===== src/rtl/core/jtl_pkg.sv =====
// ----------------------------------------------------------------------------
// jtl_pkg
// Shared types and constants for the JSON token lexer: result kinds, error
// codes, character codes and the per-byte result bundle.
// ----------------------------------------------------------------------------
package jtl_pkg;

  typedef enum logic [3:0] {
    KIND_CONTENT   = 4'd0,
    KIND_OBJ_START = 4'd1,
    KIND_OBJ_END   = 4'd2,
    KIND_ARR_START = 4'd3,
    KIND_ARR_END   = 4'd4,
    KIND_COLON     = 4'd5,
    KIND_COMMA     = 4'd6,
    KIND_KEY       = 4'd7,
    KIND_STRING    = 4'd8,
    KIND_BOOL      = 4'd9,
    KIND_NULL      = 4'd10,
    KIND_NUMBER    = 4'd11,
    KIND_ERROR     = 4'd12,
    KIND_END       = 4'd13
  } lex_kind_t;

  typedef enum logic [2:0] {
    ERR_NONE         = 3'd0,
    ERR_UNEXPECTED   = 3'd1,
    ERR_UNTERMINATED = 3'd2,
    ERR_TOO_LONG     = 3'd3,
    ERR_BAD_NUMBER   = 3'd4,
    ERR_BAD_LITERAL  = 3'd5
  } lex_err_t;

  localparam logic [7:0] CH_SPACE  = 8'h20;
  localparam logic [7:0] CH_TAB    = 8'h09;
  localparam logic [7:0] CH_LF     = 8'h0A;
  localparam logic [7:0] CH_CR     = 8'h0D;
  localparam logic [7:0] CH_LBRACE = 8'h7B;
  localparam logic [7:0] CH_RBRACE = 8'h7D;
  localparam logic [7:0] CH_LBRACK = 8'h5B;
  localparam logic [7:0] CH_RBRACK = 8'h5D;
  localparam logic [7:0] CH_COLON  = 8'h3A;
  localparam logic [7:0] CH_COMMA  = 8'h2C;
  localparam logic [7:0] CH_QUOTE  = 8'h22;
  localparam logic [7:0] CH_BSLASH = 8'h5C;
  localparam logic [7:0] CH_MINUS  = 8'h2D;
  localparam logic [7:0] CH_PLUS   = 8'h2B;
  localparam logic [7:0] CH_DOT    = 8'h2E;
  localparam logic [7:0] CH_LOW_E  = 8'h65;
  localparam logic [7:0] CH_UP_E   = 8'h45;
  localparam logic [7:0] CH_ZERO   = 8'h30;
  localparam logic [7:0] CH_NINE   = 8'h39;
  localparam logic [7:0] CH_LOW_T  = 8'h74;
  localparam logic [7:0] CH_LOW_F  = 8'h66;
  localparam logic [7:0] CH_LOW_N  = 8'h6E;

  localparam logic [31:0] LIT_TRUE  = "true";
  localparam logic [39:0] LIT_FALSE = "false";
  localparam logic [31:0] LIT_NULL  = "null";

  localparam logic [1:0] LIT_SEL_TRUE  = 2'd0;
  localparam logic [1:0] LIT_SEL_FALSE = 2'd1;
  localparam logic [1:0] LIT_SEL_NULL  = 2'd2;

  localparam logic [15:0]        POS_MAX   = 16'hFFFF;
  localparam logic signed [15:0] DEPTH_MAX = 16'sh7FFF;
  localparam logic signed [15:0] DEPTH_MIN = -16'sh8000;
  localparam int                 MAX_RES   = 3;

  typedef struct packed {
    lex_kind_t             kind;
    logic [7:0]            content;
    lex_err_t              err;
    logic signed [15:0]    depth;
  } lex_rec_t;

  typedef struct packed {
    logic [1:0]            cnt;
    logic [15:0]           line;
    logic [15:0]           col;
    lex_rec_t [MAX_RES-1:0] rec;
  } lex_bundle_t;

endpackage


===== src/rtl/core/jtl_step.sv =====
// ----------------------------------------------------------------------------
// jtl_step
// Lexer state and the single-pass per-byte update that builds the bundle of
// up to three results for one transaction.
// ----------------------------------------------------------------------------
module jtl_step import jtl_pkg::*; #(
  parameter int MAX_CONTENT = 511
) (
  input  logic        clk,
  input  logic        rst,
  input  logic        take,
  input  logic [7:0]  data_byte,
  input  logic        stream_last,
  output lex_bundle_t bundle
);

  localparam int CNT_W = $clog2(MAX_CONTENT + 1);
  localparam logic [CNT_W-1:0] CNT_LIMIT = CNT_W'(MAX_CONTENT);

  typedef enum logic [3:0] {
    M_IDLE, M_STR, M_ESC, M_SDONE, M_NSIGN, M_NINT, M_NDOT, M_NFRAC,
    M_NE, M_NESIGN, M_NEXP, M_LIT
  } mode_t;

  typedef struct packed {
    mode_t              mode;
    logic [CNT_W-1:0]   cnt;
    logic [2:0]         lidx;
    logic [1:0]         lwhich;
    logic signed [15:0] depth;
    lex_bundle_t        bd;
  } ctx_t;

  mode_t              mode;
  logic [CNT_W-1:0]   cnt;
  logic [2:0]         lidx;
  logic [1:0]         lwhich;
  logic signed [15:0] depth;
  logic [15:0]        line;
  logic [15:0]        col;
  ctx_t               step;
  logic [1:0]         lit_w;

  function automatic logic is_blank(input logic [7:0] b);
    return b == CH_SPACE || b == CH_TAB || b == CH_LF || b == CH_CR;
  endfunction

  function automatic logic is_numeral(input logic [7:0] b);
    return b >= CH_ZERO && b <= CH_NINE;
  endfunction

  function automatic logic is_struct(input logic [7:0] b);
    return b == CH_LBRACE || b == CH_RBRACE || b == CH_LBRACK ||
           b == CH_RBRACK || b == CH_COLON || b == CH_COMMA;
  endfunction

  function automatic logic [2:0] lit_len(input logic [1:0] w);
    return (w == LIT_SEL_FALSE) ? 3'd5 : 3'd4;
  endfunction

  function automatic logic [7:0] lit_char(input logic [1:0] w, input logic [2:0] i);
    logic [7:0] c;
    c = 8'h00;
    case (w)
      LIT_SEL_FALSE: if (i < 3'd5) c = LIT_FALSE[39 - 8*i -: 8];
      LIT_SEL_NULL:  if (i < 3'd4) c = LIT_NULL[31 - 8*i -: 8];
      default:       if (i < 3'd4) c = LIT_TRUE[31 - 8*i -: 8];
    endcase
    return c;
  endfunction

  function automatic ctx_t f_emit(input ctx_t x, input lex_kind_t k,
                                  input logic [7:0] c, input lex_err_t e);
    ctx_t y;
    y = x;
    if (y.bd.cnt != 2'(MAX_RES)) begin
      y.bd.rec[y.bd.cnt].kind    = k;
      y.bd.rec[y.bd.cnt].content = c;
      y.bd.rec[y.bd.cnt].err     = e;
      y.bd.rec[y.bd.cnt].depth   = y.depth;
      y.bd.cnt = y.bd.cnt + 2'd1;
    end
    return y;
  endfunction

  function automatic ctx_t f_put(input ctx_t x, input logic [7:0] b);
    ctx_t y;
    y = x;
    if (y.cnt < CNT_LIMIT) begin
      y = f_emit(y, KIND_CONTENT, b, ERR_NONE);
      y.cnt = y.cnt + CNT_W'(1);
    end
    return y;
  endfunction

  function automatic ctx_t f_fail(input ctx_t x, input lex_err_t e);
    ctx_t y;
    y = f_emit(x, KIND_ERROR, 8'h00, e);
    y.mode = M_IDLE;
    y.cnt  = '0;
    return y;
  endfunction

  function automatic ctx_t f_idle(input ctx_t x, input logic [7:0] b);
    ctx_t y;
    y = x;
    y.mode = M_IDLE;
    y.cnt  = '0;
    if (!is_blank(b)) begin
      case (b)
        CH_LBRACE: begin
          if (y.depth != DEPTH_MAX) y.depth = y.depth + 16'sd1;
          y = f_emit(y, KIND_OBJ_START, 8'h00, ERR_NONE);
        end
        CH_LBRACK: begin
          if (y.depth != DEPTH_MAX) y.depth = y.depth + 16'sd1;
          y = f_emit(y, KIND_ARR_START, 8'h00, ERR_NONE);
        end
        CH_RBRACE: begin
          if (y.depth != DEPTH_MIN) y.depth = y.depth - 16'sd1;
          y = f_emit(y, KIND_OBJ_END, 8'h00, ERR_NONE);
        end
        CH_RBRACK: begin
          if (y.depth != DEPTH_MIN) y.depth = y.depth - 16'sd1;
          y = f_emit(y, KIND_ARR_END, 8'h00, ERR_NONE);
        end
        CH_COLON: y = f_emit(y, KIND_COLON, 8'h00, ERR_NONE);
        CH_COMMA: y = f_emit(y, KIND_COMMA, 8'h00, ERR_NONE);
        CH_QUOTE: y.mode = M_STR;
        CH_LOW_T, CH_LOW_F, CH_LOW_N: begin
          y.lwhich = (b == CH_LOW_T) ? LIT_SEL_TRUE :
                     (b == CH_LOW_F) ? LIT_SEL_FALSE : LIT_SEL_NULL;
          y.lidx = 3'd1;
          y = f_put(y, b);
          y.mode = M_LIT;
        end
        default: begin
          if (b == CH_MINUS || is_numeral(b)) begin
            y = f_put(y, b);
            y.mode = (b == CH_MINUS) ? M_NSIGN : M_NINT;
          end else begin
            y = f_fail(y, ERR_UNEXPECTED);
          end
        end
      endcase
    end
    return y;
  endfunction

  function automatic ctx_t f_follow(input ctx_t x, input lex_kind_t k,
                                    input logic [7:0] b);
    ctx_t y;
    y = f_emit(x, k, 8'h00, ERR_NONE);
    y.mode = M_IDLE;
    y.cnt  = '0;
    if (is_blank(b) || is_struct(b)) y = f_idle(y, b);
    else y = f_fail(y, ERR_UNEXPECTED);
    return y;
  endfunction

  assign lit_w = (lwhich == 2'd3) ? LIT_SEL_TRUE : lwhich;

  always_comb begin
    logic [7:0] b;
    logic       dig;
    logic       ech;
    b   = data_byte;
    dig = is_numeral(b);
    ech = (b == CH_LOW_E) || (b == CH_UP_E);
    step        = '0;
    step.mode   = mode;
    step.cnt    = cnt;
    step.lidx   = lidx;
    step.lwhich = lwhich;
    step.depth  = depth;
    step.bd.line = line;
    step.bd.col  = col;
    case (mode)
      M_STR: begin
        if (b == CH_QUOTE) step.mode = M_SDONE;
        else if (b == CH_BSLASH) step.mode = M_ESC;
        else if (cnt < CNT_LIMIT) step = f_put(step, b);
        else step = f_fail(step, ERR_TOO_LONG);
      end
      M_ESC: begin
        step = f_put(step, b);
        step.mode = M_STR;
      end
      M_SDONE: begin
        if (is_blank(b)) begin
          step.mode = M_SDONE;
        end else if (b == CH_COLON) begin
          step = f_emit(step, KIND_KEY, 8'h00, ERR_NONE);
          step = f_idle(step, b);
        end else begin
          step = f_follow(step, KIND_STRING, b);
        end
      end
      M_LIT: begin
        if (lidx < lit_len(lit_w) && b == lit_char(lit_w, lidx)) begin
          step = f_put(step, b);
          step.lidx = lidx + 3'd1;
          if ({1'b0, lidx} + 4'd1 >= {1'b0, lit_len(lit_w)}) begin
            step = f_emit(step, (lit_w == LIT_SEL_NULL) ? KIND_NULL : KIND_BOOL,
                          8'h00, ERR_NONE);
            step.mode = M_IDLE;
            step.cnt  = '0;
          end
        end else begin
          step = f_fail(step, ERR_BAD_LITERAL);
        end
      end
      M_NSIGN, M_NDOT, M_NESIGN: begin
        if (dig) begin
          step = f_put(step, b);
          step.mode = (mode == M_NSIGN) ? M_NINT :
                      (mode == M_NDOT) ? M_NFRAC : M_NEXP;
        end else begin
          step = f_fail(step, ERR_BAD_NUMBER);
        end
      end
      M_NE: begin
        if (dig) begin
          step = f_put(step, b);
          step.mode = M_NEXP;
        end else if (b == CH_PLUS || b == CH_MINUS) begin
          step = f_put(step, b);
          step.mode = M_NESIGN;
        end else begin
          step = f_fail(step, ERR_BAD_NUMBER);
        end
      end
      M_NINT: begin
        if (dig) step = f_put(step, b);
        else if (b == CH_DOT) begin
          step = f_put(step, b);
          step.mode = M_NDOT;
        end else if (ech) begin
          step = f_put(step, b);
          step.mode = M_NE;
        end else step = f_follow(step, KIND_NUMBER, b);
      end
      M_NFRAC: begin
        if (dig) step = f_put(step, b);
        else if (ech) begin
          step = f_put(step, b);
          step.mode = M_NE;
        end else step = f_follow(step, KIND_NUMBER, b);
      end
      M_NEXP: begin
        if (dig) step = f_put(step, b);
        else step = f_follow(step, KIND_NUMBER, b);
      end
      default: step = f_idle(step, b);
    endcase

    if (stream_last) begin
      if (step.mode inside {M_STR, M_ESC}) step = f_fail(step, ERR_UNTERMINATED);
      else if (step.mode == M_LIT) step = f_fail(step, ERR_BAD_LITERAL);
      else if (step.mode inside {M_NSIGN, M_NDOT, M_NE, M_NESIGN})
        step = f_fail(step, ERR_BAD_NUMBER);
      else if (step.mode inside {M_NINT, M_NFRAC, M_NEXP})
        step = f_emit(step, KIND_NUMBER, 8'h00, ERR_NONE);
      else if (step.mode == M_SDONE)
        step = f_emit(step, KIND_STRING, 8'h00, ERR_NONE);
      step = f_emit(step, KIND_END, 8'h00, ERR_NONE);
    end
  end

  assign bundle = step.bd;

  always_ff @(posedge clk) begin
    if (rst || (take && stream_last)) begin
      mode   <= M_IDLE;
      cnt    <= '0;
      lidx   <= 3'd0;
      lwhich <= LIT_SEL_TRUE;
      depth  <= 16'sd0;
      line   <= 16'd1;
      col    <= 16'd1;
    end else if (take) begin
      mode   <= step.mode;
      cnt    <= step.cnt;
      lidx   <= step.lidx;
      lwhich <= step.lwhich;
      depth  <= step.depth;
      if (data_byte == CH_LF) begin
        col <= 16'd1;
        if (line != POS_MAX) line <= line + 16'd1;
      end else if (col != POS_MAX) begin
        col <= col + 16'd1;
      end
    end
  end

endmodule


===== src/rtl/core/jtl_out.sv =====
// ----------------------------------------------------------------------------
// jtl_out
// Result register: holds one transaction's bundle and hands its results out
// one per cycle while out_stall is low, marking the last one.
// ----------------------------------------------------------------------------
module jtl_out import jtl_pkg::*; (
  input  logic               clk,
  input  logic               rst,
  input  logic               take,
  input  lex_bundle_t        bundle,
  output logic               busy,
  output logic               out_valid,
  input  logic               out_stall,
  output logic [3:0]         kind,
  output logic [7:0]         content,
  output logic [2:0]         error_code,
  output logic [15:0]        line_number,
  output logic [15:0]        column_number,
  output logic signed [15:0] nest_depth,
  output logic               run_end
);

  lex_bundle_t bd;
  logic [1:0]  idx;
  logic        valid;
  logic        last;
  logic        send;

  assign last = (idx == bd.cnt - 2'd1);
  assign send = valid && !out_stall;
  assign busy = valid && !(send && last);

  always_ff @(posedge clk) begin
    if (rst) begin
      valid <= 1'b0;
      idx   <= 2'd0;
    end else if (take && bundle.cnt != 2'd0) begin
      valid <= 1'b1;
      idx   <= 2'd0;
    end else if (send) begin
      if (last) valid <= 1'b0;
      else idx <= idx + 2'd1;
    end
  end

  always_ff @(posedge clk) begin
    if (take && bundle.cnt != 2'd0) bd <= bundle;
  end

  assign out_valid     = valid;
  assign kind          = bd.rec[idx].kind;
  assign content       = bd.rec[idx].content;
  assign error_code    = bd.rec[idx].err;
  assign line_number   = bd.line;
  assign column_number = bd.col;
  assign nest_depth    = bd.rec[idx].depth;
  assign run_end       = last;

endmodule


===== src/rtl/core/json_token_lexer_core.sv =====
// ----------------------------------------------------------------------------
// json_token_lexer_core
// Streaming JSON lexer, one text byte per transaction.
// The first result of a byte appears in the cycle after it is accepted.
// Throughput: one byte per cycle while each byte yields at most one result
//   and out_stall is low; a byte with more results (up to 3) stalls the input
//   until the single result register drains them, one per cycle without stall.
// Reset: synchronous; clears the lexer to idle, line and column to 1, depth
//   to 0, and empties the result register.
// ----------------------------------------------------------------------------
module json_token_lexer_core import jtl_pkg::*; #(
  parameter int MAX_CONTENT = 511
) (
  input  logic               clk,
  input  logic               rst,
  input  logic               in_valid,
  output logic               in_stall,
  input  logic [7:0]         data_byte,
  input  logic               stream_last,
  output logic               out_valid,
  input  logic               out_stall,
  output logic [3:0]         kind,
  output logic [7:0]         content,
  output logic [2:0]         error_code,
  output logic [15:0]        line_number,
  output logic [15:0]        column_number,
  output logic signed [15:0] nest_depth,
  output logic               run_end
);

  lex_bundle_t bundle;
  logic        busy;
  logic        take;

  assign in_stall = busy;
  assign take     = in_valid && !busy;

  jtl_step #(.MAX_CONTENT(MAX_CONTENT)) u_step (
    .clk         (clk),
    .rst         (rst),
    .take        (take),
    .data_byte   (data_byte),
    .stream_last (stream_last),
    .bundle      (bundle)
  );

  jtl_out u_out (
    .clk           (clk),
    .rst           (rst),
    .take          (take),
    .bundle        (bundle),
    .busy          (busy),
    .out_valid     (out_valid),
    .out_stall     (out_stall),
    .kind          (kind),
    .content       (content),
    .error_code    (error_code),
    .line_number   (line_number),
    .column_number (column_number),
    .nest_depth    (nest_depth),
    .run_end       (run_end)
  );

endmodule


===== config.mk =====
export PLATFORM = sky130hd
export DESIGN_NAME = json_token_lexer_core
export DESIGN_NICKNAME = d
export VERILOG_FILES = /design/src/rtl/core/jtl_pkg.sv /design/src/rtl/core/jtl_step.sv /design/src/rtl/core/jtl_out.sv /design/src/rtl/core/json_token_lexer_core.sv
export SDC_FILE = /design/constraint.sdc
export NUM_CORES = 1
export LEC_CHECK = 0
export BUFFER_PORTS_ARGS = -buffer_cell sky130_fd_sc_hd__buf_4
export CORE_ASPECT_RATIO = 0.5
export CORE_MARGIN = 2
export CORE_UTILIZATION = 45
export CTS_CLUSTER_SIZE = 20
export DETAILED_ROUTE_END_ITERATION = 8
export SLEW_MARGIN = 30
export SYNTH_ARGS = -nofsm -noshare
export SYNTH_HDL_FRONTEND = slang
export SYNTH_SLANG_ARGS = --single-unit
export TNS_END_PERCENT = 100

===== constraint.sdc =====
create_clock -name clk -period 17.4 [get_ports clk]
set_input_delay 0.87 -clock clk [delete_from_list [all_inputs] [get_ports clk]]
set_output_delay 0.87 -clock clk [all_outputs]
set_load 0.01 [all_outputs]

==> flow_summary.toml, run 1 <==
[timing]
report.final.setup_viol = 0
timing.max_slew.rel_slack_pct = 30.9
final.setup.worst_slack_ps = 12030
post-route-period-util_pct = 30.8
clock.fmax_mhz = 186
rsz_0062_raised_after_global_routing = "false"
final.min_clock_period_ps = 5370
slew_violations = 0
worst-slew-pin-transition_ps = 1030
hold_viol_final = 0
finalSetupTns_ps = 0
timing.clock.skew_ps = 20.0

[power]
power.internal_mw = 0.776
power_mw = 1.07
sw_frac_of_total_pct = 27.5
peakVddDrop_uv = 57.6
p_per_cell_area_nw_per_um2 = 80.4
p_seq_share_pct = 48.4
combinational_power_share_pct = 13.8
net-switching-power_mw = 0.294
leakagePower_nw = 4.70
clock_power_share_pct = 37.8

[synth]
ys_seq_elements = 188
predominant_post_synthesis_flop_cell = "sky130_fd_sc_hd__edfxtp_1"
post_synth_edffs = 119
synthesis.yosys.warnings = 0
synthesized_netlist_cell_count = 1364
seq_area_frac_synth_pct = 41.0
synth_cell_types = 93
post_synth_arst_share_pct = 0
mappedNetlistArea_um2 = 12100
avgSynthCellArea_um2 = 8.86

[die]
initial_utilization_pct = 45.7
floorplan.core_area_um2 = 26400
die-area_um2 = 28300
die_x_um = 236
ios = 79
die_h_um = 120
fp-row-count = 42

[setup_path]
endpoint_of_the_most_critical_register_to_register_path = "u_out.bd[4]$_DFFE_PP_"
r2r_cells = 11
worst_setup_path_end_kind = "flop"
reg2reg_setup_slack_ps = 12030
critical_path_arrival_ps = 5490
timing.critical_path.slowest_cell_delay_ps = 820
worstPathRequired_ps = 17520
critical_path.slowest_cell = "sky130_fd_sc_hd__o31a_2"
timing.setup.critical_path_class = "flop to flop"
setup.worst_path.start_class = "flop"
crit_chain = "inv_1 > ha_1 > nor4b_1 > a221oi_1 > o21a_1 > a211oi_2 > nand4_1 > o21ai_1 > o31a_2 > buf_4 > buf_12"
timing.rr.start = "u_step.lidx[0]$_SDFFE_PP0P_"
critical_path.max_fanout = 47

[grt]
grt.overflow.total = 0
groute.usage.overall_pct = 28.9
grt_start_max_net_pins = 48
antenna_found_initial = 0
grt_first_pass_wirelength_um = 62100
via_count_of_the_first_global_routing_pass = 10112

[finish]
syn_to_final_growth_pct = 10.2
layout_commonest_cell = "sky130_fd_sc_hd__nor2_1"
nNetsFinal = 1398
layout.cells.most_common_list = "sky130_fd_sc_hd__nor2_1, sky130_fd_sc_hd__edfxtp_1, sky130_fd_sc_hd__nand2_1, sky130_fd_sc_hd__buf_4, sky130_fd_sc_hd__o21ai_0"
drive_gt1_share_pct = 12.1
antenna_cells = 0

[cts]
insertion_delay_ps = 450
ctsHoldBuffers = 0
postCtsResizedCells = 0
count_of_clock_tree_sinks = 188
post-cts-setup-buffers = 0
path_clk_slew_ps = 80
clk_path_buf_depth = 2
htreeDepth = 4
clk_root_buffer_cell = "sky130_fd_sc_hd__clkbuf_16"
cts_tree = "done"
cts-buffers-inserted = 17

[placement]
dpl_worst_slack_ps = 12110
place.detailed.hpwl_um = 30200
number_of_buffers_added_on_ports = 78
gp_congestion = 0.984

[detailed_routing]
final_antenna_net_count = 0
drt-pass1-iter-count = 6
detail_route.iter0.violations = 1315
vias = 11070
detail_route.vias_per_cell = 6.38
routed_wire_length_per_instance_um = 23.4
drcViolationCount = 0
wirelength_um = 40600

[flow_run]
timing.max_cap.violations = 0

[min_path]
min_path_cells = 0
hp-start = "u_step.col[12]$_SDFFE_PP0P_"
hold_path_class = "flop to flop"
hold-path-endpoint = "u_out.column_number[12]$_DFFE_PP_"

[outcome]
outcome = "completed"
[power groups by stage]
stage	registers, mW	logic, mW	clock network (mW)
finish	0.519	0.148	0.404
global route	0.521	0.160	0.430
CTS	0.517	0.145	0.410
detailed placement	0.527	0.144	0
global placement	0.527	0.142	0
floorplan	0.518	0.101	0
[layer usage]
layer  up-vias  routed length (um)  track usage (%)
met5         -                   0                0
met4         0                 397             5.69
met3        46                4580             9.04
met2       593               16300             39.7
met1      5332               19300             43.9
li1       5099                   -                -
[final cells by class]
type                            instances  area, um2
Clock buffer                           23        510
Clock inverter                          9       96.3
Fill cell                            2471      13100
Inverter                               27        101
Multi-Input combinational cell       1036       6450
Sequential cell                       188       4960
Tap cell                              352        440
Timing Repair Buffer                  100        763
[cells by family after synthesis]
group / after synthesis / share of synthesized area (%)
other cells: 1 / 0.0310
buf+inv: 149 / 6.19
xor+xnor: 41 / 2.97
flops: 188 / 41.0
fa+ha+maj: 15 / 1.55
mux: 53 / 4.42
simple gates: 532 / 22.2
compound gates: 385 / 21.7
[cell usage after synthesis (all sizes together) (12+ instances only)]
master  count  share of area, %
o211ai     14              0.91
nand3      47               1.9
a221oi     16               1.2
and2       16              0.83
o21ai      90               3.9
o22ai      12              0.62
xnor2      16               1.2
inv        27              0.84
mux2i      50               4.1
dfxtp      69                11
nand4      21               1.1
nand2b     12              0.62
or3        19              0.98
a22oi      23               1.4
buf        68               3.7
a211oi     28               1.8
and3       15              0.78
clkbuf     54               1.7
nor3       45               2.2
nand2     118               3.7
ha         15               1.6
a21oi      83               3.6
nor2      159               4.9
xor2       25               1.8
edfxtp    119                30
[worst max-delay path: cells and delay by family, from the launching register on]
| family | cells | cell delay, ps |
|---|---|---|
| buffers and inverters | 3 | 1160 |
| adders and majority gates | 1 | 420 |
| DFF | 1 | 630 |
| AOI/OAI and AO/OA | 5 | 2140 |
| and+or+nand+nor | 2 | 630 |
[metrics by stage]
stage / instances / hold WS [ps] / cell area [um2] / util [%]
2_1_floorplan: 1373 / 439 / 12100 / -
3_3_place_gp: 1702 / 455 / 12700 / 47.9
3_5_place_dp: 1703 / 467 / 12700 / 48.1
4_1_cts: 1735 / 477 / 13300 / 50.4
5_1_grt: 1735 / 490 / 13300 / 50.4
6_report: 1735 / 475 / 13300 / 50.4
[worst max path at each step]
stage                                           start                endpoint  slack, ps  cells after the start
final                     u_step.lidx[0]$_SDFFE_PP0P_   u_out.bd[4]$_DFFE_PP_      12030                     11
after global routing      u_step.lidx[0]$_SDFFE_PP0P_  u_out.bd[33]$_DFFE_PP_      11640                     11
after CTS                 u_step.lidx[0]$_SDFFE_PP0P_   u_out.bd[4]$_DFFE_PP_      12120                     11
after detailed placement                 data_byte[4]  u_out.bd[33]$_DFFE_PP_      12110                     11
after global placement                   data_byte[4]  u_out.bd[33]$_DFFE_PP_      12180                     10
after floorplan                          data_byte[3]   u_out.bd[0]$_DFFE_PP_      11270                      9
[flip-flops by register name, summed over array words and instances, names as in the netlist]
name	count
u_out.out_valid	1
u_step.line	16
u_step.depth	16
u_step.lwhich	2
u_out.idx	2
u_out.bd	87
u_step.lidx	3
u_out.line_number	16
u_out.column_number	16
u_step.mode	4
u_step.cnt	9
u_step.col	16
(Power assumes the default switching activity.)
==> run 2, diff against run 1 <==
Clock period 17.4 ns to 5 ns, I/O delays scaled along.
==> flow_summary.toml, run 2 (synthesis gave the netlist of run 1 again) <==
[outcome]
outcome = "completed"

[cts]
cts_tree = "done"
insertion_delay_ps = 460
clk_root_buffer_cell = "sky130_fd_sc_hd__clkbuf_16"
count_of_clock_tree_sinks = 188
cts-buffers-inserted = 17
clk_path_buf_depth = 2
ctsHoldBuffers = 0
post-cts-setup-buffers = 0
htreeDepth = 4
postCtsResizedCells = 0
path_clk_slew_ps = 80

[setup_path]
r2r_cells = 12
crit_path_end = "u_out.bd[78]$_SDFFCE_PN0P_"
endpoint_of_the_most_critical_register_to_register_path = "u_out.bd[78]$_SDFFCE_PN0P_"
reg2reg_setup_slack_ps = 620
path_buf_inv = 3
setup.worst_path.start_class = "flop"
crit_family = "compound AO/OA/AOI/OAI gates"
crit_chain = "inv_1 > ha_1 > nand3b_1 > a32oi_1 > inv_1 > ha_1 > a32oi_1 > o2111ai_2 > nor2_1 > nand2_1 > o31a_4 > buf_4"
timing.setup.critical_path_class = "flop to flop"
worst_setup_path_end_kind = "flop"
timing.critical_path.from = "u_step.lidx[0]$_SDFFE_PP0P_"
critical_path.max_fanout = 31
crit_cells = 12
worstPathRequired_ps = 5190
critical_path.slowest_cell = "sky130_fd_sc_hd__dfxtp_1"
critical_path_arrival_ps = 4570
timing.rr.start = "u_step.lidx[0]$_SDFFE_PP0P_"
timing.critical_path.slowest_cell_delay_ps = 630

[finish]
syn_to_final_growth_pct = 10.7
largest_register_ffs = 87
antenna_cells = 0
drive_gt1_share_pct = 12.8
fillers = 2491
layout.cells.most_common_list = "sky130_fd_sc_hd__nor2_1, sky130_fd_sc_hd__edfxtp_1, sky130_fd_sc_hd__nand2_1, sky130_fd_sc_hd__buf_4, sky130_fd_sc_hd__o21ai_0"
final_area_um2 = 13400
largest_register = "u_out.bd"
layout_commonest_cell = "sky130_fd_sc_hd__nor2_1"
nNetsFinal = 1411

[timing]
post-route-period-util_pct = 87.7
final.min_clock_period_ps = 4380
worst-slew-pin-transition_ps = 932
slew_violations = 0
timing.clock.skew_ps = 18.2
timing.max_slew.rel_slack_pct = 37.4
hold_viol_final = 0
clock.fmax_mhz = 228
report.final.setup_viol = 0
rsz_0062_raised_after_global_routing = "false"
finalSetupTns_ps = 0

[flow_run]
timing.max_cap.violations = 0

[placement]
dpl-instance-area_um2 = 12800
place.detailed.hpwl_um = 30400
number_of_buffers_added_on_ports = 78
gp_congestion = 0.980

[power]
p_per_cell_area_nw_per_um2 = 275
power_mw = 3.67
leakagePower_nw = 4.75
peakVddDrop_uv = 255

[grt]
antenna_found_initial = 1
groute.usage.overall_pct = 28.8
grt.overflow.total = 0
grt_start_max_net_pins = 39
grt_first_pass_wirelength_um = 61900
via_count_of_the_first_global_routing_pass = 10069

[detailed_routing]
drt-pass1-iter-count = 8
drcViolationCount = 0
detail_route.vias_per_cell = 6.40
highest-signal-layer = "met5"
detailroute.wirelength.met2_um = 15800
detail_route.iter0.violations = 1606
routed_wire_length_per_instance_um = 23.3
met3RoutedLength_um = 4430
vias = 11187
final_antenna_net_count = 0
wirelength_um = 40700
met1Wirelength_um = 19800

[die]
initial_utilization_pct = 45.7
die_h_um = 120
fp-row-count = 42
ios = 79
die_x_um = 236
die-area_um2 = 28300
floorplan.core_area_um2 = 26400

[min_path]
hold_path_class = "primary input to flop"
-- run 2: how the worst min path moves through the flow --
stage | startpoint | end | depth (start not counted) | slack, ps
2_1_floorplan | u_step.col[9]$_SDFFE_PP0P_ | u_out.column_number[9]$_DFFE_PP_ | 0 | 440
3_3_place_gp | u_step.col[9]$_SDFFE_PP0P_ | u_out.column_number[9]$_DFFE_PP_ | 0 | 460
3_5_place_dp | u_step.line[10]$_SDFFE_PP0P_ | u_out.line_number[10]$_DFFE_PP_ | 0 | 470
4_1_cts | rst | u_step.mode[0]$_SDFFE_PP0P_ | 2 | 90
5_1_grt | rst | u_step.mode[1]$_SDFFE_PP0P_ | 2 | 110
6_report | rst | u_step.mode[0]$_SDFFE_PP0P_ | 2 | 120
-- run 2: area by class of cell --
class	instances	area [um2]	area share, %
repair buffers	113	873	6.53
flip-flops and latches	188	4960	37.0
clock inverters	12	100	0.748
clock buffers	20	457	3.41
well taps	352	440	3.29
inverters	27	101	0.758
multi-input cells	1036	6450	48.2
-- run 2: report_power, final --
| group | switching, mW | total [mW] | internal, mW | leakage [nW] |
|---|---|---|---|---|
| clock | 0.667 | 1.35 | 0.680 | 0.282 |
| sequential | 0.0648 | 1.80 | 1.74 | 1.73 |
| combinational | 0.337 | 0.522 | 0.185 | 2.74 |
| total | 1.07 | 3.67 | 2.60 | 4.75 |
-- run 2: metal layers --
metal	up-vias	GRT usage, %
met5	-	0
met4	2	5.57
met3	58	6.81
met2	629	38.4
met1	5374	46.1
li1	5124	-
-- run 2: metrics by stage --
stage               hold slack [ps]  instances  worst slack, ps  utilization (%)
global placement                461       1716              827             48.5
CTS                            91.0       1748              651             50.6
floorplan                       439       1373              480                -
global route                    108       1748              253             50.6
finish                          116       1748              615             50.6
detailed placement              466       1716              691             48.5
